[src/design/assert_macros.svh]
// Assertion macros shared by the design files.
// No dependencies; included by files that carry concurrent checks.
`ifndef ASSERT_MACROS_SVH
`define ASSERT_MACROS_SVH

// a at a clock edge implies b at the same edge
`define ASSERT_IMPLY(label, clk, rst, a, b) \
  label: assert property (@(posedge clk) disable iff (rst) (a) |-> (b)) \
    else $error("assertion failed");

// a at a clock edge implies b at the next edge
`define ASSERT_NEXT(label, clk, rst, a, b) \
  label: assert property (@(posedge clk) disable iff (rst) (a) |=> (b)) \
    else $error("assertion failed");

`endif

[src/design/sirl_pkg.sv]
// Soft interrupt rate limiter: operation codes, status codes and field widths.
// No dependencies.
package sirl_pkg;

  typedef enum logic [2:0] {
    OP_REGISTER = 3'd0,
    OP_RAISE    = 3'd1,
    OP_TICK     = 3'd2,
    OP_ACK      = 3'd3,
    OP_CLEAR    = 3'd4
  } op_t;

  localparam logic [2:0] ST_OK      = 3'd0;
  localparam logic [2:0] ST_EXISTS  = 3'd1;
  localparam logic [2:0] ST_NOSPACE = 3'd2;
  localparam logic [2:0] ST_REFUSED = 3'd3;
  localparam logic [2:0] ST_UNREG   = 3'd4;

  localparam logic [1:0] ACK_BUSY = 2'd2;
  localparam logic [1:0] ACK_DONE = 2'd3;

  localparam logic [1:0] CFG_TICK_DIVIDER = 2'd0;
  localparam logic [1:0] CFG_LIMIT        = 2'd1;
  localparam logic [1:0] CFG_EXEMPT_TYPE  = 2'd2;
  localparam logic [1:0] CFG_EXEMPT_ID    = 2'd3;

  localparam logic [7:0] SAT_MAX = 8'hFF;

  // packed from the top bit down: status ends up in the lowest bits
  typedef struct packed {
    logic       period_start;
    logic [7:0] free_credit;
    logic [2:0] slot_index;
    logic       deliver;
    logic [2:0] status;
  } result_t;

endpackage

[src/design/soft_interrupt_rate_limiter_top.sv]
// Soft interrupt rate limiter top level: source table memory, scan sequencer
// and result register. Depends on sirl_pkg and assert_macros.svh.
//
// Usage:
//   Items enter on s_tvalid/s_tready; s_tuser carries the op code and s_tdata
//   the source type, source id and ack code. Each item yields exactly one
//   result beat on m_tvalid/m_tready (status, deliver, slot, credit, period
//   start). Configuration registers are written through cfg_we/cfg_index/
//   cfg_data while the block is idle.
//   Register and raise scan the source table memory one entry per cycle over
//   its single read port, then move to the result state. Tick, ack, clear and
//   unused codes go straight from accept to the result state.
//   One item is in flight at a time; s_tready is high only when idle, so a new
//   item is accepted only after the last result has been loaded.
//   Reset clears the entry valid bits, the counter valid bits, the credit
//   (to one), the tick count and the configuration registers to defaults.
//   A stalled receiver holds the result register; the finished item waits in
//   its final state, and no table update takes place until the beat is free
//   to load, so state and results stay in step.
`include "assert_macros.svh"

module soft_interrupt_rate_limiter_top #(
  parameter int TABLE_DEPTH = 8
) (
  input  logic        clk,
  input  logic        rst,
  input  logic        s_tvalid,
  output logic        s_tready,
  input  logic [23:0] s_tdata,   // [7:0] source_type, [15:8] source_id, [17:16] ack_code
  input  logic [2:0]  s_tuser,   // [2:0] op
  output logic        m_tvalid,
  input  logic        m_tready,
  output logic [15:0] m_tdata,   // [2:0] status, [3] deliver, [6:4] slot_index,
                                 // [14:7] free_credit, [15] period_start
  input  logic        cfg_we,
  input  logic [1:0]  cfg_index,
  input  logic [7:0]  cfg_data
);

  localparam int AW = (TABLE_DEPTH > 1) ? $clog2(TABLE_DEPTH) : 1;
  localparam int CW = AW + 1;

  typedef enum logic [1:0] {IDLE, SCAN, FINISH} state_t;

  state_t state;

  logic [7:0] tick_divider, per_period_limit, exempt_type, exempt_id;
  logic [7:0] credit, tick_count;

  logic [2:0] item_op;
  logic [7:0] item_type, item_id;
  logic [1:0] item_ack;

  logic [TABLE_DEPTH-1:0] valid, cvalid;

  logic [23:0] mem [TABLE_DEPTH];
  logic [23:0] mem_rd;
  logic        mem_we;
  logic [AW-1:0] mem_wa;
  logic [23:0] mem_wd;

  logic [CW-1:0] cnt;
  logic          rd_valid;
  logic [AW-1:0] rd_idx;
  logic          found;
  logic [AW-1:0] hit_idx;
  logic [7:0]    hit_count;

  logic          free_ok;
  logic [AW-1:0] free_idx;
  logic          issue;
  logic          fire;
  logic          exempt;
  logic [8:0]    tick_inc;
  logic          period;

  sirl_pkg::result_t res;
  logic [7:0]    credit_next, tick_count_next;
  logic [TABLE_DEPTH-1:0] valid_next, cvalid_next;
  logic [AW+2:0] slot_wide;
  logic [AW-1:0] slot_sel;

  assign s_tready = (state == IDLE);
  assign issue    = (state == SCAN) && (cnt < CW'(TABLE_DEPTH));
  assign fire     = (state == FINISH) && (!m_tvalid || m_tready);

  always_ff @(posedge clk) begin
    if (rst) begin
      tick_divider     <= 8'd10;
      per_period_limit <= 8'd3;
      exempt_type      <= 8'd0;
      exempt_id        <= 8'd0;
    end else if (cfg_we) begin
      unique case (cfg_index)
        sirl_pkg::CFG_TICK_DIVIDER: tick_divider     <= cfg_data;
        sirl_pkg::CFG_LIMIT:        per_period_limit <= cfg_data;
        sirl_pkg::CFG_EXEMPT_TYPE:  exempt_type      <= cfg_data;
        sirl_pkg::CFG_EXEMPT_ID:    exempt_id        <= cfg_data;
      endcase
    end
  end

  always_ff @(posedge clk) begin
    if (mem_we) begin
      mem[mem_wa] <= mem_wd;
    end
    if (issue) begin
      mem_rd <= mem[cnt[AW-1:0]];
    end
  end

  always_comb begin
    free_ok  = 1'b0;
    free_idx = '0;
    for (int i = TABLE_DEPTH - 1; i >= 0; i--) begin
      if (!valid[i]) begin
        free_ok  = 1'b1;
        free_idx = AW'(i);
      end
    end
  end

  assign exempt   = (exempt_type != 8'd0) && (item_type == exempt_type) &&
                    (item_id == exempt_id);
  assign tick_inc = {1'b0, tick_count} + 9'd1;
  assign period   = tick_inc >= {1'b0, tick_divider};

  always_comb begin
    res             = '0;
    slot_sel        = '0;
    credit_next     = credit;
    tick_count_next = tick_count;
    valid_next      = valid;
    cvalid_next     = cvalid;
    mem_we          = 1'b0;
    mem_wa          = hit_idx;
    mem_wd          = {hit_count, item_id, item_type};
    res.status      = sirl_pkg::ST_OK;
    case (item_op)
      sirl_pkg::OP_REGISTER: begin
        priority if (item_type == 8'd0) begin
          res.status = sirl_pkg::ST_REFUSED;
        end else if (found) begin
          res.status = sirl_pkg::ST_EXISTS;
          slot_sel   = hit_idx;
        end else if (free_ok) begin
          slot_sel              = free_idx;
          mem_we                = fire;
          mem_wa                = free_idx;
          mem_wd                = {8'd0, item_id, item_type};
          valid_next[free_idx]  = 1'b1;
          cvalid_next[free_idx] = 1'b0;
        end else begin
          res.status = sirl_pkg::ST_NOSPACE;
        end
      end
      sirl_pkg::OP_RAISE: begin
        priority if (credit == 8'd0) begin
          res.status = sirl_pkg::ST_REFUSED;
        end else if (!found) begin
          res.status = sirl_pkg::ST_UNREG;
        end else if (!exempt && (hit_count >= per_period_limit)) begin
          res.status = sirl_pkg::ST_REFUSED;
          slot_sel   = hit_idx;
        end else begin
          slot_sel             = hit_idx;
          res.deliver          = 1'b1;
          mem_we               = fire;
          mem_wd               = {(hit_count == sirl_pkg::SAT_MAX) ? hit_count
                                  : hit_count + 8'd1, item_id, item_type};
          cvalid_next[hit_idx] = 1'b1;
        end
      end
      sirl_pkg::OP_TICK: begin
        if (period) begin
          tick_count_next  = 8'd0;
          cvalid_next      = '0;
          res.period_start = 1'b1;
        end else begin
          tick_count_next = tick_inc[7:0];
        end
      end
      sirl_pkg::OP_ACK: begin
        if (item_ack == sirl_pkg::ACK_BUSY) begin
          credit_next = 8'd0;
        end else if (item_ack == sirl_pkg::ACK_DONE && credit != sirl_pkg::SAT_MAX) begin
          credit_next = credit + 8'd1;
        end
      end
      sirl_pkg::OP_CLEAR: begin
        valid_next  = '0;
        cvalid_next = '0;
        credit_next = 8'd1;
      end
      default: ;
    endcase
    slot_wide       = {3'b000, slot_sel};
    res.slot_index  = slot_wide[2:0];
    res.free_credit = credit_next;
  end

  always_ff @(posedge clk) begin
    if (rst) begin
      state      <= IDLE;
      m_tvalid   <= 1'b0;
      valid      <= '0;
      cvalid     <= '0;
      credit     <= 8'd1;
      tick_count <= 8'd0;
      rd_valid   <= 1'b0;
      found      <= 1'b0;
      cnt        <= '0;
    end else begin
      if (m_tvalid && m_tready && !fire) begin
        m_tvalid <= 1'b0;
      end
      unique case (state)
        IDLE: begin
          if (s_tvalid) begin
            item_op   <= s_tuser;
            item_type <= s_tdata[7:0];
            item_id   <= s_tdata[15:8];
            item_ack  <= s_tdata[17:16];
            found     <= 1'b0;
            rd_valid  <= 1'b0;
            cnt       <= '0;
            hit_idx   <= '0;
            hit_count <= '0;
            if (s_tuser == sirl_pkg::OP_REGISTER || s_tuser == sirl_pkg::OP_RAISE) begin
              state <= SCAN;
            end else begin
              state <= FINISH;
            end
          end
        end
        SCAN: begin
          rd_valid <= issue;
          if (issue) begin
            rd_idx <= cnt[AW-1:0];
            cnt    <= cnt + CW'(1);
          end
          if (rd_valid && !found && valid[rd_idx] &&
              mem_rd[7:0] == item_type && mem_rd[15:8] == item_id) begin
            found     <= 1'b1;
            hit_idx   <= rd_idx;
            hit_count <= cvalid[rd_idx] ? mem_rd[23:16] : 8'd0;
          end
          if (!issue && rd_valid) begin
            state <= FINISH;
          end
        end
        FINISH: begin
          if (fire) begin
            m_tvalid   <= 1'b1;
            m_tdata    <= res;
            credit     <= credit_next;
            tick_count <= tick_count_next;
            valid      <= valid_next;
            cvalid     <= cvalid_next;
            state      <= IDLE;
          end
        end
        default: state <= IDLE;
      endcase
    end
  end

  `ASSERT_IMPLY(a_deliver_ok, clk, rst, m_tvalid && m_tdata[3], m_tdata[2:0] == sirl_pkg::ST_OK)
  `ASSERT_IMPLY(a_deliver_credit, clk, rst, m_tvalid && m_tdata[3], m_tdata[14:7] != 8'd0)
  `ASSERT_NEXT(a_busy_after_accept, clk, rst, s_tvalid && s_tready, !s_tready)

endmodule

[config.mk]
export PLATFORM = sky130hd
export DESIGN_NAME = soft_interrupt_rate_limiter_top
export DESIGN_NICKNAME = d
export VERILOG_FILES = /design/src/design/sirl_pkg.sv /design/src/design/soft_interrupt_rate_limiter_top.sv
export VERILOG_INCLUDE_DIRS = /design/src /design/src/design
export SDC_FILE = /design/constraint.sdc
export NUM_CORES = 1
export LEC_CHECK = 0
export BUFFER_PORTS_ARGS = -buffer_cell sky130_fd_sc_hd__buf_2
export CAP_MARGIN = 10
export CORE_UTILIZATION = 28
export CTS_BUF_LIST = sky130_fd_sc_hd__clkbuf_4 sky130_fd_sc_hd__clkbuf_8
export DETAILED_ROUTE_END_ITERATION = 8
export HOLD_SLACK_MARGIN = 0.02
export PLACE_DENSITY = 0.49
export SETUP_SLACK_MARGIN = 0.02
export SLEW_MARGIN = 5
export SYNTH_ARGS = -nofsm -noshare
export SYNTH_HDL_FRONTEND = slang
export SYNTH_SLANG_ARGS = --single-unit
[constraint.sdc]
create_clock -name clk -period 5.2 [get_ports clk]
set_clock_uncertainty 0.2 [all_clocks]
set_input_delay 0.26 -clock clk [delete_from_list [all_inputs] [get_ports clk]]
set_output_delay 0.26 -clock clk [all_outputs]
set_load 0.01 [all_outputs]
==> summary.txt, run 1 <==
outcome: complete, no violations
CTS tree: done
Leak Pwr: 5.79 nW
worst r2r path cells: 8
CP cell instances: or4_1 -> nor2_1 -> nor3_2 -> nand2_1 -> a22o_1 -> nand2_1 -> a211oi_4 -> buf_4
Worst Setup Start Kind: flop
worst r2r src: item_type[0]$_DFFE_PP_
PortBufs: 53
hold depth: 2
residual DRC count: 0
relative slew slack: 37.6%
first-pass GRT wire length: 52.3 mm
CTS Sinks: 340
num rows: 82
I/O pins: 60
Total Neg Setup Slack: 0 ps
CP delay by family, top: simple AND/OR/NAND/NOR gates
CP bufs+invs: 1
Avg Cell Area, Syn: 14.7 um2
register area share after synthesis: 66.2%
GRT Overall Usage: 13.1%
# fillers: 4,954
Synth Warn #: 0
Biggest register: mem
Crit. Startpoint: item_type[0]$_DFFE_PP_
most frequent cell on the critical path: nand2_1
H-tree Lvls: 2
Max Clk Rate: 247 MHz
Clk Latency, worst-skew pair: 630 ps
Vias/cell: 4.66
Synth async-reset ratio: 0%
final non-filler cell total: 1,822
Pwr Density: 327 nW/um2
antenna violations before repair: 2
largest registers: mem x192, mem_rd x24, m_tdata x16
CTS buffer count: 55
WL/cell: 18.7 um
initial core utilization: 28.5%
post-DP HPWL: 20.6 mm
largest net degree at the start of global routing: 57
Final setup viols: 0
WS Path Type: reg -> reg
Die ar.: 52,000 um2
R2R Setup Slk: 1150 ps
final hold vios: 0
layout cells sized above 1: 22.5%
clk slew on worst S/H paths: 60 ps
Req. time, crit path: 5230 ps
Hold Crit Class: in -> reg
sequential cell area: 9490 um2
worst-margin pin slew: 929 ps
Post-Synthesis Cell Area: 14,300 um2
Die X: 228 um
max-slew violations: 0
area of the multi-input gates: 4660 um2
Vias: 8,492
1st-pass router iterations: 4
Worst Path Arrival: 4080 ps
Placed Instances: 1,683
Distinct cells, synth: 62
gpl congestion: 0.787
fin crit period: 4050 ps
core footprint: 50,300 um2
max FFs per register: 192
Post-synth EDFFs: 267
Slowest cell on crit path: or4_1
min-delay src: s_tdata[15]
clock buffer depth: 3
CP peak stage delay: 580 ps
Max IR drop VDD: 0.000218 V
vias in the first global route: 8,807
Synth Flop Type: edfxtp_1
Total Wirelength: 34.2 mm
max_cap viols: 0
#FFs+latches synth: 340
nets: 1,172
DRT iter0 DRCs: 668
worst r2r dst: mem[7][19]$_DFFE_PP_
Die H: 228 um
total gr overflow: 0
synth-to-layout area growth: 18.8%
antenna-violating nets left: 0
Synth Instances: 977
Synthesized Nets: 1,040
Root Driver: clkbuf_8
Hold Path End: item_id[7]$_DFFE_PP_
final cycle utilization of the critical path: 77.8%
critical path peak fanout: 24
RSZ-0062 raised after global routing: no
CP Capture Type: flop
[cell usage in the layout (no fill, tap or decap), drive strengths merged, types with 32 or more instances in the layout]
cell type,synthesis,routed
a21oi,47,47
buf,10,71
clkbuf,27,82
dfxtp,73,73
dlygate4sd3,0,41
edfxtp,267,267
mux4,52,52
nand2,64,64
nor2,86,86
o21ai,32,32
xor2,33,33
[cell families (layout without fill, tap and decap cells)]
kind of cell    count (synthesis)  count (layout)  synth area share, %
flops                         340             340                 66.2
simple gates                  266             266                 9.20
compound gates                143             143                 6.57
mux                           101             101                 11.8
buf+inv                        63             235                 1.73
xor+xnor                       43              43                 2.63
fa+ha+maj                      21              21                 1.84
other cells                     0               1                    0
[metal layers]
metal / track usage (%) / up-vias / routed length [um]
met3: 2.41 / 52 / 1400
met2: 21.3 / 160 / 16000
met5: 0 / - / 0
met4: 3.94 / 0 / 681
met1: 17.9 / 4278 / 16000
li1: - / 4002 / -
[what timing repair did]
item | in CTS | in global routing
hold endpoints to repair | 64 | 0
hold buffers | 41 | 0
resized for setup | 0 | 0
buffers inserted | 0 | 0
[where the power goes]
| part | leakage [nW] | total, W | internal (W) | switching, W |
|---|---|---|---|---|
| registers | 3.02 | 0.00301 | 0.00296 | 0.0000507 |
| logic | 2.19 | 0.000229 | 0.000102 | 0.000128 |
| clock network | 0.584 | 0.00233 | 0.00126 | 0.00107 |
[worst register-to-register path: stages (launching register included)]
cell and delay [ps]:
edfxtp_1 570, or4_1 580, nor2_1 470, nor3_2 100
nand2_1 340, a22o_1 450, nand2_1 190, a211oi_4 220
buf_4 480
[layout make-up]
type                       instances  area share, %
antenna                            1         0.0147
clock buffer                      82           5.79
clock inverter                    15          0.655
inverter                          26          0.574
multi-input combinational        574           27.4
sequential                       340           55.8
tap                              672           4.95
timing repair buffer             112           4.84
[worst max path at each step]
stage                                       to  depth (start not counted)  slack [ps]
after floorplan            mem[5][0]$_DFFE_PP_                          7         850
after global placement    mem[4][14]$_DFFE_PP_                          8        1190
after detailed placement  mem[4][14]$_DFFE_PP_                          8        1140
after CTS                 mem[4][19]$_DFFE_PP_                          8        1080
after global routing      mem[4][19]$_DFFE_PP_                          8         850
final                     mem[7][19]$_DFFE_PP_                          8        1150
[cell usage after synthesis, types with 2 or more instances]
cell type / count / area (um2)
buf_1: 6 / 22.5
mux4_2: 52 / 1170
a21o_1: 4 / 30.0
nor2_1: 86 / 323
mux2i_1: 25 / 250
o211ai_1: 4 / 30.0
nor4_1: 6 / 37.5
inv_1: 26 / 97.6
nand4_1: 6 / 37.5
and3_1: 19 / 119
nand2b_1: 10 / 62.6
or4_1: 3 / 22.5
o21ai_0: 31 / 155
and2_1: 14 / 87.6
nand3_1: 12 / 60.1
nor3b_1: 2 / 15.0
xor2_1: 33 / 289
or3_1: 4 / 25.0
nor3_1: 13 / 65.1
o21a_1: 2 / 15.0
nor4_2: 2 / 25.0
xnor2_1: 10 / 87.6
a2111oi_2: 2 / 30.0
and4_1: 3 / 26.3
edfxtp_1: 267 / 8020
a22oi_1: 2 / 15.0
a22o_1: 3 / 26.3
a41oi_1: 5 / 43.8
nand4b_1: 2 / 17.5
mux2_2: 24 / 270
buf_2: 3 / 15.0
a31oi_1: 13 / 81.3
o31ai_1: 4 / 30.0
ha_1: 21 / 263
nor2b_1: 8 / 50.1
dfxtp_1: 73 / 1460
clkbuf_1: 27 / 101
a221o_1: 2 / 20.0
nand3b_1: 7 / 52.6
o21ba_2: 2 / 20.0
nand2_1: 63 / 236
a211oi_1: 11 / 82.6
a21oi_1: 46 / 230
[stage by stage]
step	total power [W]	hold WS [ps]	area (um2)	worst slack, ps	utilization, %
after floorplan	0.00319	159	14300	853	-
after global placement	0.00327	237	15500	1190	30.8
after detailed placement	0.00328	239	15500	1140	30.8
after CTS	0.00564	87.2	17000	1080	33.8
after global routing	0.00578	116	17000	846	33.8
final	0.00557	141	17000	1150	33.8
(Power assumes the default switching activity.)
==> inputs of run 2 (changes only) <==
--- a/config.mk
+++ b/config.mk
@@ -6,13 +6,14 @@
 export SDC_FILE = /design/constraint.sdc
 export NUM_CORES = 1
 export LEC_CHECK = 0
+export ABC_AREA = 1
 export BUFFER_PORTS_ARGS = -buffer_cell sky130_fd_sc_hd__buf_2
 export CAP_MARGIN = 10
 export CORE_UTILIZATION = 28
 export CTS_BUF_LIST = sky130_fd_sc_hd__clkbuf_4 sky130_fd_sc_hd__clkbuf_8
 export DETAILED_ROUTE_END_ITERATION = 8
 export HOLD_SLACK_MARGIN = 0.02
-export PLACE_DENSITY = 0.49
+export PLACE_DENSITY = 0.51
 export SETUP_SLACK_MARGIN = 0.02
 export SLEW_MARGIN = 5
 export SYNTH_ARGS = -nofsm -noshare
==> constraint.sdc (replaced) <==
create_clock -name clk -period 3.7 [get_ports clk]
set_clock_uncertainty 0.2 [all_clocks]
set_input_delay 0.185 -clock clk [delete_from_list [all_inputs] [get_ports clk]]
set_output_delay 0.185 -clock clk [all_outputs]
set_load 0.01 [all_outputs]
==> run 2 against run 1 <==
Sequential power grew 43%. Via count is 29% higher. Worst hold slack got worse by 57 ps. Largest power group unchanged. Die area up 4.3%.
==> summary.txt, run 2 <==
relative slew slack: 49.6% (was 37.6%)
Slowest cell on crit path: edfxtp_1 (was or4_1)
Avg Cell Area, Syn: 9.87 um2 (was 14.7 um2)
1st-pass router iterations: 5 (was 4)
Yosys top cell area share: 53.7% (was 56.0%)
adder-cell share of the synthesized area: 1.76% (was 1.84%)
CP peak stage delay: 530 ps (was 580 ps)
Vias/cell: 4.61 (was 4.66)
DRT iter0 DRCs: 767 (was 668)
core footprint: 52,700 um2 (was 50,300 um2)
Req. time, crit path: 3770 ps (was 5230 ps)
#FFs+latches synth: 340 (unchanged)
Total Wirelength: 38.5 mm (was 34.2 mm)
CP delay by family, top: simple AND/OR/NAND/NOR gates (unchanged)
Max IR drop VDD: 0.000294 V (was 0.000218 V)
compound-cell area share of the yosys netlist: 11.0% (was 6.57%)
Synth Flop Type: edfxtp_1 (unchanged)
initial core utilization: 28.4% (was 28.5%)
gr busiest metal: met2 (unchanged)
met1 Use GR: 19.6% (was 17.9%)
met2 usage: 22.6% (was 21.3%)
Max Clk Rate: 320 MHz (was 247 MHz)
min-delay src: s_tdata[12] (was s_tdata[15])
count leader, synth: nor2_1 (was edfxtp_1)
first-pass GRT wire length: 59.2 mm (was 52.3 mm)
vias in the first global route: 10,300 (was 8,807)
hold depth: 2 (unchanged)
sequential cell area: 9480 um2 (was 9490 um2)
antenna cells: 0 (was 1)
most common library cells after synthesis: 280 x nor2_1, 267 x edfxtp_1, 205 x nand2_1, 166 x inv_1, 154 x o21ai_0 (was 267 x edfxtp_1, 86 x nor2_1, 73 x dfxtp_1, 63 x nand2_1, 52 x mux4_2)
Synth async-reset ratio: 0% (unchanged)
gpl congestion: 0.864 (was 0.787)
antenna violations before repair: 0 (was 2)
I/O pins: 60 (unchanged)
Clk Latency, worst-skew pair: 650 ps (was 630 ps)
Biggest register: mem (unchanged)
max FFs per register: 192 (unchanged)
num rows: 84 (was 82)
PortBufs: 53 (unchanged)
GRT Overall Usage: 14.2% (was 13.1%)
Post-synth EDFFs: 267 (unchanged)
CP Capture Type: flop (unchanged)
Setup Fix Bufs, Post-CTS: 0 (unchanged)
most frequent cell on the critical path: nor2_2 (was nand2_1)
Die ar.: 54,200 um2 (was 52,000 um2)
largest registers: mem x192, mem_rd x24, m_tdata x16 (unchanged)
Post-Synth Simple-Gate Area: 16.7% (was 9.20%)
Crit. Startpoint: item_type[7]$_DFFE_PP_ (was item_type[0]$_DFFE_PP_)
layout cells sized above 1: 12.5% (was 22.5%)
worst-margin pin slew: 750 ps (was 929 ps)
Synth Warn #: 0 (unchanged)
post-DP HPWL: 22.6 mm (was 20.6 mm)
XOR/XNOR Fraction of Synth Area: 1.29% (was 2.63%)
Pwr Density: 473 nW/um2 (was 327 nW/um2)
Total Neg Setup Slack: 0 ps (unchanged)
RSZ-0062 raised after global routing: no (unchanged)
Worst Setup Start Kind: flop (unchanged)
outcome: complete, no violations (unchanged)
mux cell area share after synthesis: 0% (was 11.8%)
post-cts sizing count: 0 (unchanged)
Hold Crit Class: in -> reg (unchanged)
critical path peak fanout: 15 (was 24)
largest net degree at the start of global routing: 102 (was 57)
Leak Pwr: 6.78 nW (was 5.79 nW)
total gr overflow: 0 (unchanged)
Distinct cells, synth: 39 (was 62)
Synthesized Nets: 1,575 (was 1,040)
worst r2r dst: mem[7][21]$_DFFE_PP_ (was mem[7][19]$_DFFE_PP_)
final cycle utilization of the critical path: 84.3% (was 77.8%)
max_cap viols: 0 (unchanged)
Root Driver: clkbuf_8 (unchanged)
met3 usage in global routing: 2.43% (was 2.41%)
main combinational cell family by area after synthesis: simple AND/OR/NAND/NOR gates (was multiplexers)
CTS buffer count: 56 (was 55)
max-slew violations: 0 (unchanged)
residual DRC count: 0 (unchanged)
clk slew on worst S/H paths: 60 ps (about the same)
clock buffer depth: 3 (unchanged)
most common cell after layout, fill and taps aside: nor2_1 (was edfxtp_1)
fin crit period: 3120 ps (was 4050 ps)
final hold vios: 0 (unchanged)
R2R Setup Slk: 580 ps (was 1150 ps)
Synth area leader: edfxtp_1 (unchanged)
Post-Synthesis Cell Area: 14,900 um2 (was 14,300 um2)
Die H: 233 um (was 228 um)
register area share after synthesis: 63.5% (was 66.2%)
worst r2r src: item_type[7]$_DFFE_PP_ (was item_type[0]$_DFFE_PP_)
CP bufs+invs: 3 (was 1)
CP cell instances: inv_1 -> nand4_1 -> nor2_1 -> nor2_2 -> nand2_2 -> inv_2 -> o21ai_0 -> nand2_1 -> nor2_2 -> buf_4 (was or4_1 -> nor2_1 -> nor3_2 -> nand2_1 -> a22o_1 -> nand2_1 -> a211oi_4 -> buf_4)
# fillers: 5,270 (was 4,954)
CTS tree: done (unchanged)
nets: 1,700 (was 1,172)
synth-to-layout area growth: 19.3% (was 18.8%)
WS Path Type: reg -> reg (unchanged)
top cells by area, synth: edfxtp_1 54%, dfxtp_1 9.8%, nor2_1 7.0% (was edfxtp_1 56%, dfxtp_1 10%, mux4_2 8.2%)
H-tree Lvls: 2 (unchanged)
area of the multi-input gates: 4610 um2 (was 4660 um2)
antenna-violating nets left: 0 (unchanged)
Vias: 10,900 (was 8,492)
WL/cell: 16.2 um (was 18.7 um)
Final setup viols: 0 (unchanged)
fin util: 33.8% (about the same)
Hold Path End: item_id[4]$_DFFE_PP_ (was item_id[7]$_DFFE_PP_)
worst r2r path cells: 10 (was 8)
Worst Path Arrival: 3190 ps (was 4080 ps)
Die X: 233 um (was 228 um)
CTS Sinks: 340 (unchanged)
most frequent cells in the layout: 270 x nor2_1, 267 x edfxtp_1, 205 x nand2_1 (was 267 x edfxtp_1, 83 x nor2_1, 71 x dfxtp_1)
Synth Instances: 1,512 (was 977)
run 2: changes by cell type after synthesis, sizes merged, moves of 19 or more:
| cell | previous run | this run |
|---|---|---|
| nor2 | 86 | 285 |
| nand2 | 64 | 213 |
| inv | 26 | 171 |
| o21ai | 32 | 157 |
| mux4 | 52 | 0 |
| nand3 | 12 | 60 |
| a21oi | 47 | 78 |
| mux2i | 25 | 0 |
| o22ai | 1 | 26 |
| mux2 | 24 | 0 |
| xor2 | 33 | 12 |
| and3 | 19 | 0 |
run 2: timing repair:
| action | in CTS | in global routing |
|---|---|---|
| hold endpoints to repair | 75 | 0 |
| hold buffers | 45 | 0 |
| endpoints found under the setup margin | 0 | 0 |
run 2: layout make-up:
type                            count  area share, %
Clock buffer                       88           5.85
Clock inverter                     18          0.991
Inverter                          171           3.61
Multi-Input combinational cell    948           25.9
Sequential cell                   340           53.2
Tap cell                          688           4.83
Timing Repair Buffer              120           5.58
run 2: how the worst max path moves through the flow:
stage                                end  cells past startpoint
global placement    mem[2][11]$_DFFE_PP_                     13
finish              mem[7][21]$_DFFE_PP_                     10
floorplan            mem[0][0]$_DFFE_PP_                     11
CTS                 mem[7][21]$_DFFE_PP_                     13
global route        mem[4][19]$_DFFE_PP_                     12
detailed placement   mem[7][2]$_DFFE_PP_                     10
run 2: kinds of logic after synthesis:
group                    after synthesis
AO/OA/AOI/OAI                        306
flip-flops                           340
buffers and inverters                224
adder cells (fa/ha/maj)               21
AND/OR/NAND/NOR                      599
XOR/XNOR                              22
run 2: power breakdown:
| part | switching [W] | internal (W) | total (W) |
|---|---|---|---|
| registers | 0.0000757 | 0.00421 | 0.00429 |
| logic | 0.000382 | 0.000199 | 0.000581 |
| clock network | 0.00154 | 0.00201 | 0.00355 |
run 2: stage by stage:
step	instances	area [um2]	power (W)	setup WS (ps)	hold WS (ps)
finish	2373	17800	0.00842	579	84.2
global route	2373	17800	0.00877	307	45.0
CTS	2373	17800	0.00852	580	29.3
detailed placement	2222	16100	0.00491	663	163
global placement	2222	16100	0.00490	699	162
floorplan	1512	14900	0.00471	490	83.9
run 2: per-layer routing:
layer  wire (um)  vias up
li1            -     5418
met1       18500     5224
met2       17500      222
met3        1630       72
met4         892        0
met5           0        -
run 2: worst register-to-register path: stages (launching register included):
cell and delay (ps):
edfxtp_1 530, inv_1 180, nand4_1 280, nor2_1 290
nor2_2 90, nand2_2 90, inv_2 50, o21ai_0 380
nand2_1 170, nor2_2 170, buf_4 320
==> inputs of run 3 (changes only) <==
--- a/config.mk
+++ b/config.mk
@@ -13,7 +13,7 @@
 export CTS_BUF_LIST = sky130_fd_sc_hd__clkbuf_4 sky130_fd_sc_hd__clkbuf_8
 export DETAILED_ROUTE_END_ITERATION = 8
 export HOLD_SLACK_MARGIN = 0.02
-export PLACE_DENSITY = 0.51
+export PLACE_DENSITY = 0.49
 export SETUP_SLACK_MARGIN = 0.02
 export SLEW_MARGIN = 5
 export SYNTH_ARGS = -nofsm -noshare
==> constraint.sdc (replaced) <==
create_clock -name clk -period 3.1 [get_ports clk]
set_clock_uncertainty 0.2 [all_clocks]
set_input_delay 0.155 -clock clk [delete_from_list [all_inputs] [get_ports clk]]
set_output_delay 0.155 -clock clk [all_outputs]
set_load 0.01 [all_outputs]
==> run 3 against run 2 <==
Via count rose by 1.1%. Count of clock-buffer cells in the layout fell by 9. Worst setup slack got worse by 350 ps. Largest power group unchanged.
==> summary.txt, run 3 (synthesis gave the netlist of run 2 again) <==
H-tree Lvls: 2 (unchanged)
Max Clk Rate: 348 MHz (was 320 MHz)
Slowest cell on crit path: dfxtp_2 (was edfxtp_1)
core footprint: 52,700 um2 (unchanged)
Flop pwr share: 49.7% (was 50.9%)
relative slew slack: 39.8% (was 49.6%)
Total Wirelength: 38.6 mm (was 38.5 mm)
critical path peak fanout: 8 (was 15)
largest registers: mem x192, mem_rd x24, m_tdata x16 (unchanged)
synth-to-layout area growth: 22.5% (was 19.3%)
num rows: 84 (unchanged)
Die ar.: 54,200 um2 (unchanged)
max-slew violations: 0 (unchanged)
WS Path Type: reg -> reg (unchanged)
CP delay by family, top: simple AND/OR/NAND/NOR gates (unchanged)
RSZ-0062 raised after global routing: no (unchanged)
Biggest register: mem (unchanged)
max_cap viols: 0 (unchanged)
initial core utilization: 28.4% (unchanged)
Die X: 233 um (unchanged)
CP peak stage delay: 370 ps (was 530 ps)
WL/cell: 15.9 um (was 16.2 um)
worst hold slack: 165 ps (was 84.2 ps)
clk slew on worst S/H paths: 60 ps (about the same)
final hold vios: 0 (unchanged)
layout cells sized above 1: 14.1% (was 12.5%)
Hold Crit Class: in -> reg (unchanged)
fin crit period: 2870 ps (was 3120 ps)
first-pass GRT wire length: 60.4 mm (was 59.2 mm)
CP cell instances: ha_1 -> nand2_1 -> nor2_4 -> nand3_1 -> xor2_2 -> ha_1 -> a21o_1 -> nand3_1 -> nand2_1 -> nor2_1 -> nand3_2 -> buf_4 -> nor2_4 -> nor2_1 -> a211oi_1 (was inv_1 -> nand4_1 -> nor2_1 -> nor2_2 -> nand2_2 -> inv_2 -> o21ai_0 -> nand2_1 -> nor2_2 -> buf_4)
combinational share of power: 7.5% (was 6.9%)
outcome: complete, no violations (unchanged)
nets: 1,753 (was 1,700)
Root Driver: clkbuf_8 (unchanged)
CP bufs+invs: 1 (was 3)
final cycle utilization of the critical path: 92.6% (was 84.3%)
CP Capture Type: flop (unchanged)
Vias/cell: 4.56 (was 4.61)
Max IR drop VDD: 0.000479 V (was 0.000294 V)
Vias: 11,100 (was 10,900)
I/O pins: 60 (unchanged)
Req. time, crit path: 3470 ps (was 3770 ps)
Placed Instances: 2,251 (was 2,222)
DP Area: 16,400 um2 (was 16,100 um2)
largest net degree at the start of global routing: 102 (unchanged)
switch share: 23.9% (was 23.8%)
Int Power: 0.00780 W (was 0.00642 W)
CTS tree: done (unchanged)
antenna violations before repair: 0 (unchanged)
residual DRC count: 0 (unchanged)
gpl congestion: 0.836 (was 0.864)
1st-pass router iterations: 5 (unchanged)
Die H: 233 um (unchanged)
vias in the first global route: 10,700 (was 10,300)
final instance area: 18,300 um2 (was 17,800 um2)
most common cell after layout, fill and taps aside: nor2_1 (unchanged)
Clk Latency, worst-skew pair: 670 ps (was 650 ps)
final non-filler cell total: 2,424 (was 2,373)
Pwr Density: 560 nW/um2 (was 473 nW/um2)
antenna cells: 0 (unchanged)
antenna-violating nets left: 0 (unchanged)
max FFs per register: 192 (unchanged)
total gr overflow: 0 (unchanged)
CTS Sinks: 340 (unchanged)
DRT iter0 DRCs: 660 (was 767)
CTS buffer count: 59 (was 56)
post-DP HPWL: 24.6 mm (was 22.6 mm)
PortBufs: 53 (unchanged)
worst-margin pin slew: 903 ps (was 750 ps)
clock buffer depth: 3 (unchanged)
GRT Overall Usage: 14.5% (was 14.2%)
Net Switching: 0.00245 W (was 0.00200 W)
Final setup viols: 0 (unchanged)
Worst Path Arrival: 3240 ps (was 3190 ps)
fin util: 34.7% (was 33.8%)
most frequent cells in the layout: 269 x nor2_1, 267 x edfxtp_1, 205 x nand2_1 (was 270 x nor2_1, 267 x edfxtp_1, 205 x nand2_1)
Leak Pwr: 7.02 nW (was 6.78 nW)
Clk pwr share: 42.8% (was 42.2%)
Worst Setup Start Kind: flop (unchanged)
-- run 3: changes by cell type in the layout (fill, tap and decap cells not counted), moves of 2 or more --
cell,delta
buf_4,+32
dlygate4sd3_1,+18
clkbuf_4,-11
clkinv_2,+4
clkinv_1,+3
bufinv_16,+2
clkbuf_8,+2
-- run 3: metal layers --
| layer | GRT usage, % | share of wire (%) | up-vias |
|---|---|---|---|
| li1 | - | - | 5518 |
| met1 | 19.9 | 47 | 5243 |
| met2 | 22.9 | 46 | 239 |
| met3 | 2.59 | 4.5 | 57 |
| met4 | 4.78 | 2.0 | 0 |
| met5 | 0 | 0 | - |
-- run 3: cell type report --
type                       count  area (um2)
tap                          688         861
multi-input combinational    948        4630
fill                        5233       34400
clock inverter                28         275
timing repair buffer         170        1410
sequential                   340        9480
clock buffer                  79         987
inverter                     171         643
-- run 3: worst min-delay path: stages --
cell           delay [ps]
dlygate4sd3_1         520
buf_2                 170
nand2_1                70
o211ai_1               80
-- run 3: timing repair --
| action | in CTS | in global routing |
|---|---|---|
| buffers inserted | 0 | 3 |
| hold endpoints to repair | 83 | 0 |
| endpoints found under the setup margin | 0 | 116 |
| resized for setup | 0 | 4 |
| hold buffers | 63 | 0 |
-- run 3: stage by stage --
| step | power, W | setup TNS, ps | worst slack (ps) |
|---|---|---|---|
| 2_1_floorplan | 0.00563 | -15190 | -110 |
| 3_3_place_gp | 0.00588 | 0 | 228 |
| 3_5_place_dp | 0.00589 | 0 | 215 |
| 4_1_cts | 0.0104 | 0 | 181 |
| 5_1_grt | 0.0107 | 0 | 14.0 |
| 6_report | 0.0102 | 0 | 230 |
-- run 3: worst paths after layout --
| path | slack (ps) | cells after the start | end | start |
|---|---|---|---|---|
| setup / recovery | 230 | 15 | tick_count[0]$_SDFFE_PP0P_ | tick_count[0]$_SDFFE_PP0P_ |
| hold / removal | 160 | 4 | tick_divider[1]$_SDFFE_PP1P_ | cfg_data[1] |
| setup reg to reg | 230 | 15 | tick_count[0]$_SDFFE_PP0P_ | tick_count[0]$_SDFFE_PP0P_ |
| hold reg to reg | 260 | 2 | tick_divider[4]$_SDFFE_PP0P_ | tick_divider[4]$_SDFFE_PP0P_ |
-- run 3: power groups by stage --
stage | clock (W) | sequential [W] | combinational (W)
floorplan | 0 | 0.00519 | 0.000438
global placement | 0 | 0.00519 | 0.000696
detailed placement | 0 | 0.00519 | 0.000703
CTS | 0.00452 | 0.00510 | 0.000769
global route | 0.00473 | 0.00511 | 0.000865
finish | 0.00439 | 0.00509 | 0.000764
